<file path="src/hw/rtl/zsn_pkg.sv">
// Shared types and constants for the z-score normalizer.
// Item structs, controller/datapath command and status groups, widths.
// No dependencies.
package zsn_pkg;

    localparam int MAX_SAMPLES = 64;
    localparam int ADDR_W      = (MAX_SAMPLES > 1) ? $clog2(MAX_SAMPLES) : 1;
    localparam int CNT_W       = $clog2(MAX_SAMPLES + 1);

    // Arithmetic widths sized for the largest run (64 samples)
    localparam int N_W     = 7;   // sample count as a multiplier operand
    localparam int SUM_W   = 22;  // running sum, signed
    localparam int SQ_W    = 37;  // running sum of squares
    localparam int PROD_W  = 43;  // n * sum of squares
    localparam int DIFF_W  = 44;  // n * sumsq - sum * sum, signed
    localparam int DIV_W   = 60;  // divider dividend and quotient
    localparam int DSR_W   = 24;  // divider divisor
    localparam int ITER_W  = 6;
    localparam int RAD_W   = 48;  // square root radicand
    localparam int ROOT_W  = 24;

    localparam logic [ITER_W-1:0] MEAN_ITERS = ITER_W'(30);
    localparam logic [ITER_W-1:0] VAR_ITERS  = ITER_W'(60);
    localparam logic [ITER_W-1:0] Z_ITERS    = ITER_W'(38);

    localparam logic [1:0] ST_OK         = 2'd0;
    localparam logic [1:0] ST_SIGMA_ZERO = 2'd1;
    localparam logic [1:0] ST_DROPPED    = 2'd2;

    typedef struct packed {
        logic signed [15:0] sample;
        logic               last;
    } zsn_in_t;

    typedef struct packed {
        logic signed [15:0] normalized;
        logic signed [23:0] mean_value;
        logic [23:0]        sigma_value;
        logic [1:0]         status;
        logic               last_out;
    } zsn_out_t;

    typedef struct packed {
        logic acc;         // take the input item
        logic mul_start;   // start n * sumsq and latch sum * sum
        logic var_start;   // start variance divide
        logic sqrt_start;  // start square root of variance quotient
        logic mean_start;  // start mean divide
        logic mean_cap;    // latch signed mean
        logic rd;          // read stored sample at emit index
        logic z_start;     // start normalize divide
        logic out_load;    // load result register, advance emit index
        logic clear;       // clear run state
    } zsn_cmd_t;

    typedef struct packed {
        logic mul_busy;
        logic div_busy;
        logic sqrt_busy;
        logic count_zero;
        logic last_idx;
        logic out_free;
    } zsn_stat_t;

endpackage

</file>
<file path="src/hw/rtl/zsn_div.sv">
// Serial restoring divider, one quotient bit per cycle.
// Dividend arrives left aligned; iters sets how many bits are produced.
// Depends on zsn_pkg.
module zsn_div (
    input  logic                        clk,
    input  logic                        rst_n,
    input  logic                        start,
    input  logic [zsn_pkg::DIV_W-1:0]   dividend,
    input  logic [zsn_pkg::DSR_W-1:0]   divisor,
    input  logic [zsn_pkg::ITER_W-1:0]  iters,
    output logic                        busy,
    output logic [zsn_pkg::DIV_W-1:0]   quotient
);
    import zsn_pkg::*;

    logic [ITER_W-1:0] cnt_reg;
    logic [DIV_W-1:0]  dvd_reg;
    logic [DIV_W-1:0]  q_reg;
    logic [DSR_W-1:0]  dsr_reg;
    logic [DSR_W-1:0]  rem_reg;

    logic [DSR_W:0]    shifted;
    logic [DSR_W+1:0]  trial;
    logic              fits;

    always_comb
    begin
        shifted = {rem_reg, dvd_reg[DIV_W-1]};
        trial   = {1'b0, shifted} - {2'b00, dsr_reg};
        fits    = !trial[DSR_W+1];
    end

    always_ff @(posedge clk or negedge rst_n)
    begin
        if (!rst_n)
        begin
            cnt_reg <= '0;
        end
        else if (start)
        begin
            cnt_reg <= iters;
        end
        else if (cnt_reg != '0)
        begin
            cnt_reg <= cnt_reg - 1'b1;
        end
    end

    always_ff @(posedge clk)
    begin
        if (start)
        begin
            dvd_reg <= dividend;
            dsr_reg <= divisor;
            rem_reg <= '0;
            q_reg   <= '0;
        end
        else if (cnt_reg != '0)
        begin
            dvd_reg <= {dvd_reg[DIV_W-2:0], 1'b0};
            rem_reg <= fits ? trial[DSR_W-1:0] : shifted[DSR_W-1:0];
            q_reg   <= {q_reg[DIV_W-2:0], fits};
        end
    end

    assign busy     = (cnt_reg != '0);
    assign quotient = q_reg;

endmodule

</file>
<file path="src/hw/rtl/zsn_sqrt.sv">
// Serial integer square root, one root bit per cycle (floor).
// Radicand is taken two bits a step from the top.
// Depends on zsn_pkg.
module zsn_sqrt (
    input  logic                        clk,
    input  logic                        rst_n,
    input  logic                        start,
    input  logic [zsn_pkg::RAD_W-1:0]   radicand,
    output logic                        busy,
    output logic [zsn_pkg::ROOT_W-1:0]  root
);
    import zsn_pkg::*;

    localparam int CNT_W_SQ = $clog2(ROOT_W + 1);
    localparam int REM_W    = ROOT_W + 2;

    logic [CNT_W_SQ-1:0] cnt_reg;
    logic [RAD_W-1:0]    rad_reg;
    logic [REM_W-1:0]    rem_reg;
    logic [ROOT_W-1:0]   root_reg;

    logic [REM_W+1:0]    partial;
    logic [REM_W+1:0]    trial_sub;
    logic [REM_W+1:0]    diff;
    logic                fits;

    always_comb
    begin
        partial   = {rem_reg, rad_reg[RAD_W-1 -: 2]};
        trial_sub = {2'b00, root_reg, 2'b01};
        diff      = partial - trial_sub;
        fits      = (partial >= trial_sub);
    end

    always_ff @(posedge clk or negedge rst_n)
    begin
        if (!rst_n)
        begin
            cnt_reg <= '0;
        end
        else if (start)
        begin
            cnt_reg <= CNT_W_SQ'(ROOT_W);
        end
        else if (cnt_reg != '0)
        begin
            cnt_reg <= cnt_reg - 1'b1;
        end
    end

    always_ff @(posedge clk)
    begin
        if (start)
        begin
            rad_reg  <= radicand;
            rem_reg  <= '0;
            root_reg <= '0;
        end
        else if (cnt_reg != '0)
        begin
            rad_reg  <= {rad_reg[RAD_W-3:0], 2'b00};
            rem_reg  <= fits ? diff[REM_W-1:0] : partial[REM_W-1:0];
            root_reg <= {root_reg[ROOT_W-2:0], fits};
        end
    end

    assign busy = (cnt_reg != '0);
    assign root = root_reg;

endmodule

</file>
<file path="src/hw/rtl/zsn_dp.sv">
// Datapath: sample store, accumulators, shift-add multiply, shared divider,
// square root and the result register. Driven by zsn_ctrl commands.
// Depends on zsn_pkg, zsn_div, zsn_sqrt.
module zsn_dp (
    input  logic               clk,
    input  logic               rst_n,
    input  zsn_pkg::zsn_cmd_t  cmd,
    output zsn_pkg::zsn_stat_t stat,
    input  zsn_pkg::zsn_in_t   item,
    output zsn_pkg::zsn_out_t  result,
    output logic               result_valid,
    input  logic               result_ready
);
    import zsn_pkg::*;

    logic signed [15:0]       mem [MAX_SAMPLES];

    logic [CNT_W-1:0]         count_reg;
    logic signed [SUM_W-1:0]  sum_reg;
    logic [SQ_W-1:0]          sq_reg;
    logic                     ovf_reg;
    logic [ADDR_W-1:0]        k_reg;
    logic [2:0]               mcnt_reg;
    logic [N_W-1:0]           nsh_reg;
    logic [PROD_W-1:0]        msh_reg;
    logic [PROD_W-1:0]        prod_reg;
    logic signed [DIFF_W-1:0] ssq_reg;
    logic signed [23:0]       mean_reg;
    logic signed [15:0]       rd_reg;
    logic                     zneg_reg;
    zsn_out_t                 out_reg;
    logic                     out_valid_reg;

    logic signed [15:0]       x;
    logic signed [31:0]       xsq;
    logic                     wr;
    logic signed [DIFF_W-1:0] ssq_prod;
    logic [SUM_W-1:0]         sum_mag;
    logic [29:0]              mean_num;
    logic signed [DIFF_W-1:0] var_diff;
    logic [PROD_W-1:0]        var_num;
    logic [2*N_W-1:0]         n_sq;
    logic signed [24:0]       z_num;
    logic [24:0]              z_mag;
    logic [37:0]              z_div_num;

    logic                     div_start;
    logic [DIV_W-1:0]         div_dvd;
    logic [DSR_W-1:0]         div_dsr;
    logic [ITER_W-1:0]        div_iters;
    logic                     div_busy;
    logic [DIV_W-1:0]         div_q;
    logic                     sqrt_busy;
    logic [ROOT_W-1:0]        sigma;

    logic signed [15:0]       z_val;
    logic [1:0]               status_val;

    always_comb
    begin
        x         = item.sample;
        xsq       = 32'(x) * 32'(x);
        wr        = cmd.acc && (count_reg < CNT_W'(MAX_SAMPLES));
        ssq_prod  = DIFF_W'(sum_reg) * DIFF_W'(sum_reg);
        sum_mag   = sum_reg[SUM_W-1] ? (~sum_reg + 1'b1) : sum_reg;
        mean_num  = {sum_mag, 8'b0} + 30'(count_reg >> 1);
        var_diff  = $signed({1'b0, prod_reg}) - ssq_reg;
        var_num   = var_diff[DIFF_W-1] ? '0 : var_diff[PROD_W-1:0];
        n_sq      = (2*N_W)'(count_reg) * (2*N_W)'(count_reg);
        z_num     = $signed({rd_reg[15], rd_reg, 8'b0}) - $signed({mean_reg[23], mean_reg});
        z_mag     = z_num[24] ? (~z_num + 1'b1) : z_num;
        z_div_num = 38'({z_mag, 12'b0}) + 38'(sigma[ROOT_W-1:1]);
    end

    // Shared divider operand select
    always_comb
    begin
        div_start = cmd.mean_start || cmd.var_start || cmd.z_start;
        if (cmd.var_start)
        begin
            div_dvd   = {1'b0, var_num, 16'b0};
            div_dsr   = DSR_W'(n_sq);
            div_iters = VAR_ITERS;
        end
        else if (cmd.mean_start)
        begin
            div_dvd   = {mean_num, 30'b0};
            div_dsr   = DSR_W'(count_reg);
            div_iters = MEAN_ITERS;
        end
        else
        begin
            div_dvd   = {z_div_num, 22'b0};
            div_dsr   = sigma;
            div_iters = Z_ITERS;
        end
    end

    zsn_div u_div (
        .clk      (clk),
        .rst_n    (rst_n),
        .start    (div_start),
        .dividend (div_dvd),
        .divisor  (div_dsr),
        .iters    (div_iters),
        .busy     (div_busy),
        .quotient (div_q)
    );

    zsn_sqrt u_sqrt (
        .clk      (clk),
        .rst_n    (rst_n),
        .start    (cmd.sqrt_start),
        .radicand (div_q[RAD_W-1:0]),
        .busy     (sqrt_busy),
        .root     (sigma)
    );

    // Saturate the normalize quotient and pick the status code
    always_comb
    begin
        if (sigma == '0)
        begin
            z_val = '0;
        end
        else if (!zneg_reg)
        begin
            z_val = (div_q > DIV_W'(32767)) ? 16'sh7FFF : $signed(div_q[15:0]);
        end
        else
        begin
            z_val = (div_q > DIV_W'(32768)) ? 16'sh8000 : $signed(~div_q[15:0] + 1'b1);
        end

        if (sigma == '0)
        begin
            status_val = ST_SIGMA_ZERO;
        end
        else if (ovf_reg)
        begin
            status_val = ST_DROPPED;
        end
        else
        begin
            status_val = ST_OK;
        end
    end

    always_ff @(posedge clk or negedge rst_n)
    begin
        if (!rst_n)
        begin
            count_reg     <= '0;
            sum_reg       <= '0;
            sq_reg        <= '0;
            ovf_reg       <= 1'b0;
            k_reg         <= '0;
            mcnt_reg      <= '0;
            out_valid_reg <= 1'b0;
        end
        else
        begin
            if (cmd.acc)
            begin
                if (wr)
                begin
                    count_reg <= count_reg + 1'b1;
                    sum_reg   <= sum_reg + {{(SUM_W-16){x[15]}}, x};
                    sq_reg    <= sq_reg + SQ_W'(unsigned'(xsq));
                end
                else
                begin
                    ovf_reg <= 1'b1;
                end
            end

            if (cmd.mul_start)
            begin
                mcnt_reg <= 3'(N_W);
            end
            else if (mcnt_reg != '0)
            begin
                mcnt_reg <= mcnt_reg - 1'b1;
            end

            if (cmd.out_load && !cmd.clear)
            begin
                k_reg <= k_reg + 1'b1;
            end

            if (cmd.clear)
            begin
                count_reg <= '0;
                sum_reg   <= '0;
                sq_reg    <= '0;
                ovf_reg   <= 1'b0;
                k_reg     <= '0;
            end

            if (cmd.out_load)
            begin
                out_valid_reg <= 1'b1;
            end
            else if (result_ready)
            begin
                out_valid_reg <= 1'b0;
            end
        end
    end

    always_ff @(posedge clk)
    begin
        if (wr)
        begin
            mem[count_reg[ADDR_W-1:0]] <= x;
        end
        if (cmd.rd)
        begin
            rd_reg <= mem[k_reg];
        end

        // n * sumsq by shift-add over the bits of n
        if (cmd.mul_start)
        begin
            nsh_reg  <= N_W'(count_reg);
            msh_reg  <= PROD_W'(sq_reg);
            prod_reg <= '0;
            ssq_reg  <= ssq_prod;
        end
        else if (mcnt_reg != '0)
        begin
            if (nsh_reg[0])
            begin
                prod_reg <= prod_reg + msh_reg;
            end
            nsh_reg <= nsh_reg >> 1;
            msh_reg <= msh_reg << 1;
        end

        if (cmd.mean_cap)
        begin
            mean_reg <= sum_reg[SUM_W-1] ? $signed(~div_q[23:0] + 1'b1) : $signed(div_q[23:0]);
        end

        if (cmd.z_start)
        begin
            zneg_reg <= z_num[24];
        end

        if (cmd.out_load)
        begin
            out_reg.normalized  <= z_val;
            out_reg.mean_value  <= mean_reg;
            out_reg.sigma_value <= sigma;
            out_reg.status      <= status_val;
            out_reg.last_out    <= stat.last_idx;
        end
    end

    always_comb
    begin
        stat.mul_busy   = (mcnt_reg != '0);
        stat.div_busy   = div_busy;
        stat.sqrt_busy  = sqrt_busy;
        stat.count_zero = (count_reg == '0);
        stat.last_idx   = ((CNT_W'(k_reg) + CNT_W'(1)) == count_reg);
        stat.out_free   = !out_valid_reg || result_ready;
    end

    assign result       = out_reg;
    assign result_valid = out_valid_reg;

endmodule

</file>
<file path="src/hw/rtl/zsn_ctrl.sv">
// Controller state machine: load phase, statistics sequence, emit loop.
// Issues zsn_cmd_t to the datapath and watches zsn_stat_t.
// Depends on zsn_pkg.
module zsn_ctrl (
    input  logic               clk,
    input  logic               rst_n,
    input  logic               item_valid,
    input  logic               item_last,
    output logic               item_ready,
    input  zsn_pkg::zsn_stat_t stat,
    output zsn_pkg::zsn_cmd_t  cmd
);
    import zsn_pkg::*;

    typedef enum logic [3:0] {
        S_LOAD,
        S_START,
        S_MUL_WAIT,
        S_VAR_WAIT,
        S_ROOT_WAIT,
        S_READ,
        S_Z_START,
        S_Z_WAIT,
        S_EMIT
    } state_t;

    state_t state_reg;
    state_t state_next;

    always_comb
    begin
        state_next = state_reg;
        cmd        = '0;
        item_ready = 1'b0;
        case (state_reg)
            S_LOAD:
            begin
                item_ready = 1'b1;
                if (item_valid)
                begin
                    cmd.acc = 1'b1;
                    if (item_last)
                    begin
                        state_next = S_START;
                    end
                end
            end
            S_START:
            begin
                if (stat.count_zero)
                begin
                    cmd.clear  = 1'b1;
                    state_next = S_LOAD;
                end
                else
                begin
                    cmd.mul_start = 1'b1;
                    state_next    = S_MUL_WAIT;
                end
            end
            S_MUL_WAIT:
            begin
                if (!stat.mul_busy)
                begin
                    cmd.var_start = 1'b1;
                    state_next    = S_VAR_WAIT;
                end
            end
            S_VAR_WAIT:
            begin
                // root reads the variance quotient as the mean divide starts
                if (!stat.div_busy)
                begin
                    cmd.sqrt_start = 1'b1;
                    cmd.mean_start = 1'b1;
                    state_next     = S_ROOT_WAIT;
                end
            end
            S_ROOT_WAIT:
            begin
                if (!stat.div_busy && !stat.sqrt_busy)
                begin
                    cmd.mean_cap = 1'b1;
                    state_next   = S_READ;
                end
            end
            S_READ:
            begin
                cmd.rd     = 1'b1;
                state_next = S_Z_START;
            end
            S_Z_START:
            begin
                cmd.z_start = 1'b1;
                state_next  = S_Z_WAIT;
            end
            S_Z_WAIT:
            begin
                if (!stat.div_busy)
                begin
                    state_next = S_EMIT;
                end
            end
            S_EMIT:
            begin
                // hold until the result register can take the item
                if (stat.out_free)
                begin
                    cmd.out_load = 1'b1;
                    if (stat.last_idx)
                    begin
                        cmd.clear  = 1'b1;
                        state_next = S_LOAD;
                    end
                    else
                    begin
                        state_next = S_READ;
                    end
                end
            end
            default:
            begin
                state_next = S_LOAD;
            end
        endcase
    end

    always_ff @(posedge clk or negedge rst_n)
    begin
        if (!rst_n)
        begin
            state_reg <= S_LOAD;
        end
        else
        begin
            state_reg <= state_next;
        end
    end

endmodule

</file>
<file path="src/hw/rtl/zscore_normalizer_unit.sv">
// Z-score normalizer top level: controller plus datapath.
// Depends on zsn_pkg, zsn_ctrl, zsn_dp.
//
// Usage:
//   Input channel (item_valid/item_ready/item) carries one signed sample and
//   a last flag. Samples are taken one per cycle while the block is loading.
//   Up to 64 samples are stored; further ones are dropped and flagged.
//   The item marked last closes the run: item_ready falls and the block
//   computes n*sumsq (shift-add), the variance divide and then square
//   root and mean divide side by side; after the first normalize divide
//   the first result is loaded into the result register.
//   Output channel (result_valid/result_ready/result) then gives one result
//   per stored sample in arrival order, each after its own normalize divide
//   on the one-bit-per-cycle shared divider. last_out marks the final
//   result; item_ready rises again as that result is loaded.
//   When the receiver stalls, the result register holds its item and the
//   emit loop waits; nothing is lost or repeated.
//   Reset clears the run state and the controller; the block comes out of
//   reset ready to load. Sample storage needs no clearing.
module zscore_normalizer_unit (
    input  logic              clk,
    input  logic              rst_n,
    input  logic              item_valid,
    output logic              item_ready,
    input  zsn_pkg::zsn_in_t  item,
    output logic              result_valid,
    input  logic              result_ready,
    output zsn_pkg::zsn_out_t result
);
    import zsn_pkg::*;

    zsn_cmd_t  cmd;
    zsn_stat_t stat;

    zsn_ctrl u_ctrl (
        .clk        (clk),
        .rst_n      (rst_n),
        .item_valid (item_valid),
        .item_last  (item.last),
        .item_ready (item_ready),
        .stat       (stat),
        .cmd        (cmd)
    );

    zsn_dp u_dp (
        .clk          (clk),
        .rst_n        (rst_n),
        .cmd          (cmd),
        .stat         (stat),
        .item         (item),
        .result       (result),
        .result_valid (result_valid),
        .result_ready (result_ready)
    );

endmodule

</file>
<file path="config.mk">
export PLATFORM = sky130hd
export DESIGN_NAME = zscore_normalizer_unit
export DESIGN_NICKNAME = d
export VERILOG_FILES = /design/src/hw/rtl/zsn_pkg.sv /design/src/hw/rtl/zsn_div.sv /design/src/hw/rtl/zsn_sqrt.sv /design/src/hw/rtl/zsn_dp.sv /design/src/hw/rtl/zsn_ctrl.sv /design/src/hw/rtl/zscore_normalizer_unit.sv
export SDC_FILE = /design/constraint.sdc
export NUM_CORES = 2
export LEC_CHECK = 0
export CAP_MARGIN = 40
export CORE_MARGIN = 8
export CORE_UTILIZATION = 60
export DETAILED_ROUTE_END_ITERATION = 10
export DONT_BUFFER_PORTS = 1
export PLACE_DENSITY = 0.76
export REMOVE_ABC_BUFFERS = 1
export SLEW_MARGIN = 10
export SYNTH_ARGS = -nofsm -noshare
export SYNTH_HDL_FRONTEND = slang
export SYNTH_HIERARCHICAL = 1
export SYNTH_SLANG_ARGS = --single-unit
</file>
<file path="constraint.sdc">
create_clock -name clk -period 12.1 [get_ports clk]
set_clock_uncertainty 0.15 [all_clocks]
set_input_delay 0 -clock clk [delete_from_list [all_inputs] [get_ports clk]]
set_output_delay 0 -clock clk [all_outputs]
set_load 0.02 [all_outputs]
</file>
==> impl_metrics.csv <==
group,metric,value,unit
synthesis,synthSimpleGateAreaFrac,8.829,%
drt,drc_errors,0,
synthesis,synth_compound_area_share,8.106,%
global_route,grt-ovfl-total,0,
global_route,grt_util_met1,36.81,%
setup_path,cp_max_fo,12,
synthesis,synthXorXnorAreaFrac,3.045,%
layout,final_nets,9639,
synthesis,synthCells,8389,
synthesis,syn-mean-instance-area,12.24,µm²
clock_network,cts.sinks,1626,
layout,fill_cells,12160,
clock_network,clk_pin_slew,0.06,ns
global_route,grt_max_degree,140,
global_route,grt_pass1_wl,417.4,mm
floorplan,num_io_pins,90,
layout,drive_gt1_share,11.74,%
placement,gp_congestion,0.9414,
clock_network,cts-buffers-inserted,165,
layout,area_growth,8.957,%
synthesis,async_reset_ff_share,5.658,%
synthesis,ys_seq_area_share,45.32,%
drt,ant_nets,0,
setup_path,worstSetupEndpointType,"register",
worst_hold_path,hp-class,"input pin to register",
synthesis,ys_warn_count,6,
sta,period_minus_slack,8.666,ns
sta,fmax,115.4,MHz
floorplan,dieArea,184600,µm²
global_route,track_usage,29.47,%
clock_network,postCtsResizedCells,0,
clock_network,cts_tree,"built",
outcome,outcome,"completed",
setup_path,cp-start-kind,"register",
clock_network,cts_root_buf,"clkbuf_16",
clock_network,cts_buffer_depth,3,
layout,multi_input_area,50710,µm²
layout,post-route-util,65.51,%
sta,hold_slack,0.005000,ns
drt,wl_per_cell,25.47,µm
sta,fin_tns_setup,0,ns
synthesis,muxShareOfSynthArea,9.372,%
global_route,use_met2,49.32,%
synthesis,synth_cell_types,107,
synthesis,yosys-top-cells-area,"edfxtp_1 (40%), fa_1 (14%), mux4_2 (7.4%)",
floorplan,die_y,429.7,µm
sta,relSlewSlack,19.31,%
sta,setup_viol,0,
synthesis,yosys.area.top_type,"edfxtp_1",
clock_network,htree_levels,4,
drt,drtIter0Drc,6699,
sta,max_slew.worst_pin.slew,1.210,ns
floorplan,die-width,429.7,µm
synthesis,synth_ff_type,"edfxtp_1",
global_route,grt-busiest-layer,"met2",
setup_path,required,12.51,ns
placement,detailed_place_hpwl,183.8,mm
sta,hold_viol,0,
layout,largest_reg_flops,1024,
sta,rsz0062_at_grt,"false",
global_route,use_met3,5.279,%
setup_path,cp.arrival,9.08,ns
global_route,antenna_found_initial,16,
drt,vias_per_cell,6.237,
synthesis,yosysTopAreaCellShare,39.51,%
run,maxCapViolCount,0,
synthesis,synth_fa_ha_area_share,19.89,%
synthesis,synthesis.area,102700,µm²
setup_path,critPathKind,"register to register",
drt,wl,275.0,mm
synthesis,synth-edff-count,1351,
placement,numPortBuffers,0,
floorplan,row_count,152,
sta,slew_violations,0,
synthesis,synth_seq_cells,1626,
floorplan,initial_utilization,60.12,%
global_route,grt_pass1_vias,69320,
floorplan,core,170800,µm²
sta,timing.final.crit_share,71.62,%
layout,regArea,46550,µm²
clock_network,worst_skew_pair.late_latency,0.84,ns
synthesis,synth_top_family_by_area,"adder cells",
drt,first_pass_iters,6,
drt,vias,67340,
==> cells in the mapped netlist, drive strengths merged, types with 31 or more instances <==
| cell type | n |
|---|---|
| mux2i | 31 |
| inv | 1094 |
| o31ai | 33 |
| o21ai | 217 |
| edfxtp | 1351 |
| nand2 | 788 |
| mux4 | 336 |
| mux2 | 155 |
| a31oi | 33 |
| a211oi | 71 |
| clkbuf | 263 |
| nand4 | 47 |
| nor3 | 109 |
| buf | 87 |
| ha | 487 |
| fa | 716 |
| xor2 | 109 |
| a21oi | 456 |
| nor2b | 42 |
| and3 | 44 |
| a21o | 134 |
| nor2 | 447 |
| and2 | 162 |
| xnor2 | 248 |
| or3 | 45 |
| o21bai | 40 |
| nand2b | 54 |
| nand3 | 77 |
| dfrtp | 92 |
| nor4 | 37 |
| dfxtp | 183 |
==> logic make-up after synthesis <==
group,Yosys count
buffers and inverters,1453
flip-flops,1626
other,2
XOR/XNOR,357
AO/OA/AOI/OAI,1277
multiplexers,522
adder cells (fa/ha/maj),1203
AND/OR/NAND/NOR,1949
==> path summary, 6_finish.rpt <==
| check | to | slack [ns] | startpoint | depth (start not counted) |
|---|---|---|---|---|
| min reg2reg | u_dp/msh_reg[42]$_SDFFE_PP0N_ | 0.31 | u_dp/msh_reg[42]$_SDFFE_PP0N_ | 2 |
| max reg2reg | u_dp/ssq_reg[42]$_DFFE_PP_ | 3.43 | u_dp/sum_reg[5]$_DFFE_PN0P_ | 24 |
| max | u_dp/ssq_reg[42]$_DFFE_PP_ | 3.43 | u_dp/sum_reg[5]$_DFFE_PN0P_ | 24 |
| max in group asynchronous | u_dp/sum_reg[21]$_DFFE_PN0P_ | 11.03 | rst_n | 4 |
| min in group asynchronous | u_dp/u_div/cnt_reg[0]$_DFFE_PN0P_ | 0.33 | rst_n | 4 |
| min | u_dp/mem[26][3]$_DFFE_PP_ | 0.005 | item[4] | 2 |
==> metrics by stage <==
| stage | instances | setup slack [ns] | instance area, µm² |
|---|---|---|---|
| floorplan | 8056 | -7.625 | 101300 |
| finish | 10800 | 3.434 | 111900 |
| detailed placement | 10440 | 3.427 | 105600 |
| global route | 10790 | 3.107 | 111900 |
| CTS | 10790 | 3.550 | 111800 |
| global placement | 10410 | 3.548 | 105100 |
==> metal layers <==
layer  up-vias  part of all wire [%]  wire, µm
li1      29570                     -         -
met1     33800                    37    102100
met2      3214                    49    134100
met3       747                   8.0     22060
met4         4                   6.1     16640
met5         -                0.0098        27
==> what timing repair did <==
| item | in CTS | in global routing |
|---|---|---|
| endpoints found under the hold margin | 1200 | 0 |
| hold buffers | 39 | 0 |
| setup endpoints to repair | 0 | 0 |
| setup buffers | 0 | 0 |
==> critical path, cell delays in order (launching register included) <==
cell and delay (ns):
dfrtp_1 0.53, buf_4 0.28, clkinv_1 0.45, nor2_1 0.31
fa_1 0.50, fa_1 0.49, fa_1 0.50, inv_1 0.06
fa_1 0.48, fa_1 0.53, fa_1 0.49, inv_1 0.06
fa_1 0.50, ha_1 0.37, nand4_1 0.15, nor2_1 0.06
o211ai_1 0.09, o211ai_1 0.24, a211oi_1 0.61, nor3_1 0.19
o31ai_1 0.38, nand2_1 0.16, a2111oi_0 0.48, o21ai_0 0.17
xor2_1 0.16
==> placed cells by master (no fill, tap or decap), drive strengths merged, types with 47 or more instances in the layout <==
cell | netlist | final
fa | 716 | 716
mux2 | 155 | 155
edfxtp | 1351 | 1351
dfxtp | 183 | 183
nor2 | 447 | 447
nand4 | 47 | 47
buf | 87 | 171
o21ai | 217 | 217
mux4 | 336 | 336
xnor2 | 248 | 248
nand3 | 77 | 77
xor2 | 109 | 109
nand2 | 788 | 788
nor3 | 109 | 109
dfrtp | 92 | 92
a21oi | 456 | 456
and2 | 162 | 162
ha | 487 | 487
nand2b | 54 | 54
clkbuf | 263 | 220
a21o | 134 | 134
a211oi | 71 | 71
clkinv | 9 | 66
inv | 1094 | 1103
==> cell type report <==
class	count	area share [%]
Antenna cell	9	0.02013
Inverter	1103	3.702
Clock inverter	87	0.8925
Timing Repair Buffer	192	1.953
Sequential cell	1626	41.61
Tap cell	2233	2.497
Clock buffer	220	3.995
Multi-Input combinational cell	5327	45.33
Power is not shown: default switching activity piles up to over one toggle a cycle in this logic, so the estimate is an artifact.
